$ cat config.mk
export PLATFORM = sky130hd
export DESIGN_NAME = delay_line_credit_link_queue_unit
export DESIGN_NICKNAME = d
export VERILOG_FILES = /design/src/dlcq_pkg.sv /design/src/delay_line_credit_link_queue_unit.sv
export VERILOG_INCLUDE_DIRS = /design/src /design/src/src
export SDC_FILE = /design/constraint.sdc
export NUM_CORES = 2
export LEC_CHECK = 0
export CAP_MARGIN = 20
export CELL_PAD_IN_SITES_DETAIL_PLACEMENT = 1
export CELL_PAD_IN_SITES_GLOBAL_PLACEMENT = 1
export CORE_MARGIN = 1
export CORE_UTILIZATION = 56
export DETAILED_ROUTE_END_ITERATION = 12
export DONT_BUFFER_PORTS = 1
export MAX_ROUTING_LAYER = met4
export PLACE_DENSITY_LB_ADDON = 0.1
export SLEW_MARGIN = 25
export SYNTH_ARGS = -nofsm -noshare
export SYNTH_HDL_FRONTEND = slang
export SYNTH_SLANG_ARGS = --single-unit
$ cat constraint.sdc
create_clock -name clk -period 8.3 [get_ports clk]
set_clock_uncertainty 0.2 [all_clocks]
set_input_delay 0.415 -clock clk [delete_from_list [all_inputs] [get_ports clk]]
set_output_delay 0.415 -clock clk [all_outputs]
set_load 0.02 [all_outputs]
$ cat src/delay_line_credit_link_queue_unit_defines.svh
// Assertion helpers used by the queue unit RTL.
`ifndef DELAY_LINE_CREDIT_LINK_QUEUE_UNIT_DEFINES_SVH
`define DELAY_LINE_CREDIT_LINK_QUEUE_UNIT_DEFINES_SVH

// Same-cycle implication, checked outside reset.
`define DLCQ_ASSERT_NOW(lbl, ante, cons, msg) \
  lbl: assert property (@(posedge clk) disable iff (!rst_n) (ante) |-> (cons)) \
    else $error(msg);

// Next-cycle implication, checked outside reset.
`define DLCQ_ASSERT_NEXT(lbl, ante, cons, msg) \
  lbl: assert property (@(posedge clk) disable iff (!rst_n) (ante) |=> (cons)) \
    else $error(msg);

`endif

$ cat src/dlcq_pkg.sv
`default_nettype none

package dlcq_pkg;

  localparam int QUEUE_DEPTH = 32;
  localparam int PTR_W       = $clog2(QUEUE_DEPTH);
  localparam int CNT_W       = $clog2(QUEUE_DEPTH + 1);

  localparam logic [CNT_W-1:0] DEPTH_CNT = CNT_W'(QUEUE_DEPTH);
  localparam logic [PTR_W-1:0] LAST_PTR  = PTR_W'(QUEUE_DEPTH - 1);

  // Result kinds.
  localparam logic [1:0] KIND_OK    = 2'd0;
  localparam logic [1:0] KIND_DELIV = 2'd1;
  localparam logic [1:0] KIND_DROP  = 2'd2;

  // Input actions.
  localparam logic ACT_ARRIVAL     = 1'b0;
  localparam logic ACT_OPPORTUNITY = 1'b1;

  // Configuration register indexes.
  localparam logic REG_DELAY  = 1'b0;
  localparam logic REG_CREDIT = 1'b1;

  localparam logic [15:0] CREDIT_RESET = 16'd1500;

  typedef struct packed {
    logic [31:0] entry_ms;
    logic [15:0] bytes;
    logic [15:0] tag;
  } pkt_t;

  function automatic logic [PTR_W-1:0] ptr_inc(input logic [PTR_W-1:0] p);
    return (p == LAST_PTR) ? '0 : p + PTR_W'(1);
  endfunction

endpackage

`default_nettype wire

$ cat src/delay_line_credit_link_queue_unit.sv
// Channel | Direction | Handshake          | Payload
// in_     | input     | in_valid/in_stall  | action, now_ms, packet_tag, packet_bytes
// out_    | output    | out_valid/out_stall| kind, tag, bytes, latency, wasted, last
// cfg_    | input     | cfg_valid/cfg_ready| cfg_index (0 delay, 1 credit), cfg_wdata
//
// An arrival passes through ST_ARR to its result. An opportunity walks the head
// packets, each walk step a queue read in ST_CHECK followed by a compare/update in
// ST_EVAL in the shared compare unit, and ends in ST_SUM. Output stalls hold the
// walk where a result is due. Synchronous active-low reset empties the queue,
// clears the earned credit and loads the credit register with 1500; the store is
// not cleared.
`default_nettype none
`include "delay_line_credit_link_queue_unit_defines.svh"

module delay_line_credit_link_queue_unit (
  input  wire logic        clk,
  input  wire logic        rst_n,
  input  wire logic        in_valid,
  output logic             in_stall,
  input  wire logic        in_action,
  input  wire logic [31:0] in_now_ms,
  input  wire logic [15:0] in_packet_tag,
  input  wire logic [15:0] in_packet_bytes,
  output logic             out_valid,
  input  wire logic        out_stall,
  output logic [1:0]       out_kind,
  output logic [15:0]      out_packet_tag_res,
  output logic [15:0]      out_packet_bytes_res,
  output logic [31:0]      out_latency_ms,
  output logic [15:0]      out_wasted_bytes,
  output logic             out_last,
  input  wire logic        cfg_valid,
  output logic             cfg_ready,
  input  wire logic        cfg_index,
  input  wire logic [15:0] cfg_wdata
);
  import dlcq_pkg::*;

  localparam logic [2:0] ST_IDLE  = 3'd0;
  localparam logic [2:0] ST_ARR   = 3'd1;
  localparam logic [2:0] ST_CHECK = 3'd2;
  localparam logic [2:0] ST_EVAL  = 3'd3;
  localparam logic [2:0] ST_SUM   = 3'd4;

  logic [2:0]       state_r, state_nxt;
  logic [PTR_W-1:0] rd_ptr_r, rd_ptr_nxt;
  logic [PTR_W-1:0] wr_ptr_r, wr_ptr_nxt;
  logic [CNT_W-1:0] cnt_r, cnt_nxt;
  logic [15:0]      earned_r, earned_nxt;
  logic [15:0]      credit_r, credit_nxt;
  logic [15:0]      waste_r, waste_nxt;
  logic [31:0]      now_r, now_nxt;
  logic [1:0]       pend_kind_r, pend_kind_nxt;
  logic [15:0]      delay_ms_r, delay_ms_nxt;
  logic [15:0]      credit_bytes_r, credit_bytes_nxt;

  logic             out_valid_r, out_valid_nxt;
  logic [1:0]       out_kind_r, out_kind_nxt;
  logic [15:0]      out_tag_r, out_tag_nxt;
  logic [15:0]      out_bytes_r, out_bytes_nxt;
  logic [31:0]      out_lat_r, out_lat_nxt;
  logic [15:0]      out_waste_r, out_waste_nxt;
  logic             out_last_r, out_last_nxt;

  pkt_t             mem [QUEUE_DEPTH];
  pkt_t             rd_word_r;
  logic             mem_we;

  logic             out_free;
  logic             in_take;
  logic [32:0]      release_ms;
  logic             released;
  logic [16:0]      avail;
  logic             covers;

  assign in_stall  = (state_r != ST_IDLE);
  assign in_take   = in_valid && !in_stall;
  assign cfg_ready = 1'b1;
  assign out_free  = !out_valid_r || !out_stall;

  // Shared compare unit for the head packet.
  assign release_ms = {1'b0, rd_word_r.entry_ms} + {17'd0, delay_ms_r};
  assign released   = (release_ms <= {1'b0, now_r});
  assign avail      = {1'b0, credit_r} + {1'b0, earned_r};
  assign covers     = (avail >= {1'b0, rd_word_r.bytes});

  always_comb begin
    state_nxt        = state_r;
    rd_ptr_nxt       = rd_ptr_r;
    wr_ptr_nxt       = wr_ptr_r;
    cnt_nxt          = cnt_r;
    earned_nxt       = earned_r;
    credit_nxt       = credit_r;
    waste_nxt        = waste_r;
    now_nxt          = now_r;
    pend_kind_nxt    = pend_kind_r;
    delay_ms_nxt     = delay_ms_r;
    credit_bytes_nxt = credit_bytes_r;
    mem_we           = 1'b0;

    out_valid_nxt = out_valid_r && out_stall;
    out_kind_nxt  = out_kind_r;
    out_tag_nxt   = out_tag_r;
    out_bytes_nxt = out_bytes_r;
    out_lat_nxt   = out_lat_r;
    out_waste_nxt = out_waste_r;
    out_last_nxt  = out_last_r;

    if (cfg_valid && cfg_ready) begin
      case (cfg_index)
        REG_DELAY:  delay_ms_nxt     = cfg_wdata;
        REG_CREDIT: credit_bytes_nxt = cfg_wdata;
        default:    ;
      endcase
    end

    case (state_r)
      ST_IDLE: begin
        if (in_take) begin
          now_nxt = in_now_ms;
          if (in_action == ACT_ARRIVAL) begin
            if (cnt_r == DEPTH_CNT) begin
              pend_kind_nxt = KIND_DROP;
            end else begin
              mem_we        = 1'b1;
              wr_ptr_nxt    = ptr_inc(wr_ptr_r);
              cnt_nxt       = cnt_r + CNT_W'(1);
              pend_kind_nxt = KIND_OK;
            end
            state_nxt = ST_ARR;
          end else begin
            credit_nxt = credit_bytes_r;
            waste_nxt  = '0;
            state_nxt  = ST_CHECK;
          end
        end
      end
      ST_ARR: begin
        if (out_free) begin
          out_valid_nxt = 1'b1;
          out_kind_nxt  = pend_kind_r;
          out_tag_nxt   = '0;
          out_bytes_nxt = '0;
          out_lat_nxt   = '0;
          out_waste_nxt = '0;
          out_last_nxt  = 1'b1;
          state_nxt     = ST_IDLE;
        end
      end
      ST_CHECK: begin
        // The head word is read from the store during this cycle.
        if (credit_r == '0) begin
          state_nxt = ST_SUM;
        end else if (cnt_r == '0) begin
          waste_nxt = credit_r;
          state_nxt = ST_SUM;
        end else begin
          state_nxt = ST_EVAL;
        end
      end
      ST_EVAL: begin
        if (!released) begin
          waste_nxt = credit_r;
          state_nxt = ST_SUM;
        end else if (covers) begin
          if (rd_word_r.bytes == '0 || out_free) begin
            credit_nxt = 16'(avail - {1'b0, rd_word_r.bytes});
            rd_ptr_nxt = ptr_inc(rd_ptr_r);
            cnt_nxt    = cnt_r - CNT_W'(1);
            earned_nxt = '0;
            state_nxt  = ST_CHECK;
            // Zero-length packets leave the queue without a result.
            if (rd_word_r.bytes != '0) begin
              out_valid_nxt = 1'b1;
              out_kind_nxt  = KIND_DELIV;
              out_tag_nxt   = rd_word_r.tag;
              out_bytes_nxt = rd_word_r.bytes;
              out_lat_nxt   = now_r - rd_word_r.entry_ms;
              out_waste_nxt = '0;
              out_last_nxt  = 1'b0;
            end
          end
        end else begin
          // The sum is below the length here, so it fits in 16 bits.
          earned_nxt = avail[15:0];
          credit_nxt = '0;
          state_nxt  = ST_SUM;
        end
      end
      ST_SUM: begin
        if (out_free) begin
          out_valid_nxt = 1'b1;
          out_kind_nxt  = KIND_OK;
          out_tag_nxt   = '0;
          out_bytes_nxt = '0;
          out_lat_nxt   = '0;
          out_waste_nxt = waste_r;
          out_last_nxt  = 1'b1;
          state_nxt     = ST_IDLE;
        end
      end
      default: state_nxt = ST_IDLE;
    endcase
  end

  always_ff @(posedge clk) begin
    if (!rst_n) begin
      state_r        <= ST_IDLE;
      rd_ptr_r       <= '0;
      wr_ptr_r       <= '0;
      cnt_r          <= '0;
      earned_r       <= '0;
      delay_ms_r     <= '0;
      credit_bytes_r <= CREDIT_RESET;
      out_valid_r    <= 1'b0;
    end else begin
      state_r        <= state_nxt;
      rd_ptr_r       <= rd_ptr_nxt;
      wr_ptr_r       <= wr_ptr_nxt;
      cnt_r          <= cnt_nxt;
      earned_r       <= earned_nxt;
      delay_ms_r     <= delay_ms_nxt;
      credit_bytes_r <= credit_bytes_nxt;
      out_valid_r    <= out_valid_nxt;
    end
  end

  always_ff @(posedge clk) begin
    credit_r    <= credit_nxt;
    waste_r     <= waste_nxt;
    now_r       <= now_nxt;
    pend_kind_r <= pend_kind_nxt;
    out_kind_r  <= out_kind_nxt;
    out_tag_r   <= out_tag_nxt;
    out_bytes_r <= out_bytes_nxt;
    out_lat_r   <= out_lat_nxt;
    out_waste_r <= out_waste_nxt;
    out_last_r  <= out_last_nxt;
  end

  always_ff @(posedge clk) begin
    if (mem_we) begin
      mem[wr_ptr_r] <= '{entry_ms: in_now_ms, bytes: in_packet_bytes, tag: in_packet_tag};
    end
  end

  always_ff @(posedge clk) begin
    rd_word_r <= mem[rd_ptr_r];
  end

  assign out_valid            = out_valid_r;
  assign out_kind             = out_kind_r;
  assign out_packet_tag_res   = out_tag_r;
  assign out_packet_bytes_res = out_bytes_r;
  assign out_latency_ms       = out_lat_r;
  assign out_wasted_bytes     = out_waste_r;
  assign out_last             = out_last_r;

  `DLCQ_ASSERT_NOW(a_cnt_bound, 1'b1, cnt_r <= DEPTH_CNT, "entry count above queue depth")
  `DLCQ_ASSERT_NOW(a_ptr_match, 1'b1,
                   (wr_ptr_r == rd_ptr_r) == (cnt_r == '0 || cnt_r == DEPTH_CNT),
                   "queue pointers disagree with entry count")
  `DLCQ_ASSERT_NOW(a_eval_nonempty, state_r == ST_EVAL, cnt_r != '0,
                   "head evaluated on an empty queue")
  `DLCQ_ASSERT_NEXT(a_opp_start, in_take && in_action == ACT_OPPORTUNITY,
                    state_r == ST_CHECK && credit_r == $past(credit_bytes_r),
                    "opportunity did not load the credit")
  `DLCQ_ASSERT_NOW(a_deliv_not_last, out_valid_r && out_kind_r == KIND_DELIV, !out_last_r,
                   "delivery marked as final result")

endmodule

`default_nettype wire
==> impl_metrics.py <==
metrics = {
    "logic_synthesis": {
        "synth.distinct_cells": 79,
        "ys_top_cells_by_area": "edfxtp_1, mux4_2, dfxtp_1",
        "yosysTopAreaCell": "edfxtp_1",
        "ys.flop_type": "edfxtp_1",
        "netlist.area_leader.share": 0.717,
        "synth.most_common_cell": "edfxtp_1",
        "synth-seq-cells": 2328,
        "ys_seq_area_frac": 0.746,
        "synth_fp_nets": 4584,
        "synthTopCellsByCount": "edfxtp_1, mux4_2, nand2_1",
        "yosysWarnings": 0,
        "synth-edff-count": 2196,
        "synthCells": 4370,
        "avgSynthCellArea_um2": 21.1,
        "syn_area_um2": 92000,
        "ys_async_sr_fraction": 0,
    },
    "drt": {
        "routedWlPerCell_um": 33.8,
        "drc_errors": 0,
        "ant_nets": 0,
        "vias": 45700,
        "drtIter0Drc": 5119,
        "wl_um": 238000,
        "drtPass1Iterations": 5,
        "avgViaCountPerCell": 6.49,
    },
    "cts": {
        "cts.reportedPaths.clkPinSlew_ps": 70,
        "clk_latency_ps": 870,
        "cts.repair.resized": 0,
        "cts_hold_buf": 141,
        "cts_sinks": 2328,
        "clockRootBuffer": "clkbuf_16",
        "htree_levels": 4,
        "cts_made_buffers": 225,
        "postCtsSetupBuffers": 0,
        "cts_tree": "done",
        "clockBufferDepth": 3,
    },
    "setup_path": {
        "cpMaxStageDelayCell": "and3_4",
        "end_kind": "flop",
        "crit_type": "flop to flop",
        "worst_setup_path_start_kind": "flop",
        "max_stage_delay_ps": 740,
        "worstPathCellList": "ha_1 -> inv_1 -> fa_1 -> nor2b_1 -> o31a_1 -> o31a_1 -> o211ai_1 -> o21a_1 -> nor3_1 -> nand4_1 -> xnor2_1 -> ha_1 -> a21o_1 -> a21o_1 -> a21oi_1 -> o21ai_0 -> nor3_1 -> buf_4 -> o21ai_0 -> o21ai_0 -> and3_4 -> buf_12",
        "arrival_ps": 6720,
        "required_ps": 8640,
        "critPathMostFrequentCell": "o21ai_0",
        "cp_max_fo": 49,
    },
    "worst_hold_path": {
        "hold_path.class": "primary input to flop",
    },
    "timing": {
        "finalMaxSlewViolations": 0,
        "setup_tns_ps": 0,
        "layout_min_cycle_time_ps": 6370,
        "finalCritPeriodShare": 0.768,
        "setup_viol": 0,
        "hold_violations": 0,
        "worst_pin_slew_ps": 1050,
        "rsz0062_at_grt": "no",
        "slew-limit-headroom": 0.300,
        "max_freq_ghz": 0.157,
    },
    "die": {
        "rows": 148,
        "start_util": 0.565,
        "fp.dieW_um": 407,
        "core_area_um2": 163000,
        "die_h_um": 407,
        "dieArea_um2": 166000,
        "pin_count": 173,
    },
    "place": {
        "placed_cells": 6432,
        "placed_area_um2": 95200,
        "dpl.hpwl_um": 125000,
        "gp_congestion": 0.845,
        "io_buffers": 0,
    },
    "layout": {
        "drive_gt1_frac": 0.254,
        "layout.nets": 4872,
        "area_growth_pct": 13.6,
        "fin_util": 0.641,
        "final_cell_area_um2": 104000,
        "fillers": 13100,
        "fin_cells": 7039,
    },
    "global_routing": {
        "grt_pass1_vias": 47600,
        "grt_pass1_wl_um": 339000,
        "antenna_found_initial": 18,
        "grt_max_degree": 112,
        "grt_util_all_layers": 0.298,
        "overflow": 0,
    },
    "run": {
        "maxCapViolCount": 0,
    },
    "power_and_ir_drop": {
        "fin_total_pwr_mw": 24.4,
        "p_per_area_nw_per_um2": 233,
        "power.leakage_nw": 32.9,
        "ir_worst_vdd_mv": 0.207,
    },
    "outcome": {
        "status": "finished, final reports clean",
    },
}
[cell type report]
type | instances | area (um^2) | area share
Inverter | 110 | 413 | 0.00395
Tap cell | 2175 | 2720 | 0.0260
Clock inverter | 129 | 1300 | 0.0125
Multi-Input combinational cell | 1741 | 22500 | 0.215
Timing Repair Buffer | 252 | 2820 | 0.0270
Antenna cell | 11 | 27.5 | 0.000263
Sequential cell | 2328 | 68600 | 0.657
Clock buffer | 293 | 6130 | 0.0587
[kinds of logic after synthesis]
group	Yosys count	synth area share
DFF	2328	0.746
adders and majority gates	127	0.0177
xor gates and xnor gates	74	0.00705
buffers and inverters	301	0.0130
AOI/OAI and AO/OA	313	0.0239
muxes	712	0.165
and+or+nand+nor	514	0.0273
other	1	0.0000408
[report_power, final]
| group | internal [mW] | leakage, nW | total (mW) | switching [mW] |
|---|---|---|---|---|
| Sequential | 13.0 | 20.9 | 13.1 | 0.113 |
| Clock | 5.91 | 3.63 | 10.3 | 4.40 |
| Combinational | 0.337 | 8.34 | 0.955 | 0.619 |
| Total | 19.2 | 32.9 | 24.4 | 5.13 |
[routing by layer]
metal  up-vias  GRT usage  wire (um)
met1     24500      0.403      94800
met2      2120      0.470     117000
met4         0     0.0799       5840
met3       362     0.0560      20000
met5         -          -          0
li1      18700          -          -
[sequential cells by signal (all words and copies together) (netlist names), 32 cells and up]
| name | cells |
|---|---|
| now_r | 32 |
| mem | 2048 |
| out_latency_ms | 32 |
| rd_word_r | 64 |
[metrics by stage]
stage                     worst slack (ps)  hold slack (ps)
after floorplan                       2070              240
after global placement                1940              259
after detailed placement              1950              265
after CTS                             1930             4.11
after global routing                  1460             84.2
final                                 1930             52.0
[worst paths after layout]
path                                     start                     to  slack [ps]  cells after the start
worst max-delay path             rd_word_r[32]  out_packet_tag_res[1]        1930                     22
worst min-delay path                 cfg_valid         delay_ms_r[11]          50                      3
worst max register to register   rd_word_r[32]  out_packet_tag_res[1]        1930                     22
worst min register to register  delay_ms_r[11]         delay_ms_r[11]         270                      2
[critical path: cells and delay by family (launching register included)]
| kind | cells | cell delay (ps) |
|---|---|---|
| DFF | 1 | 370 |
| buffers and inverters | 3 | 570 |
| and+or+nand+nor | 5 | 1740 |
| xor gates and xnor gates | 1 | 150 |
| adders and majority gates | 3 | 910 |
| AOI/OAI and AO/OA | 10 | 2020 |
[cell usage in the layout, fill, tap and decap left out, drive strengths merged, types with 8 or more instances in the layout]
master       netlist  layout
dfxtp            132     132
nand4             20      20
and3              15      15
o211ai            11      11
o21ai             44      44
nor3              31      31
a21boi            31      31
buf               56     133
nor2             124     124
clkinvlp           0      11
diode              0      11
a21o              28      28
clkbuf           135     293
a31oi              9       9
nor2b             14      14
xor2              19      19
bufinv             0      23
ha               122     122
a211oi            11      11
a22o              21      21
dlygate4sd3        0     119
nor4              17      17
nand3             32      32
inv              110     114
o31ai             20      20
mux2              64      64
mux4             640     640
nand2            151     151
and2              56      56
o21a              22      22
edfxtp          2196    2196
xnor2             55      55
a21oi             71      71
clkinv             0      91
mux2i              8       8
nand2b            22      22
Power figures use the tool's default switching activity.
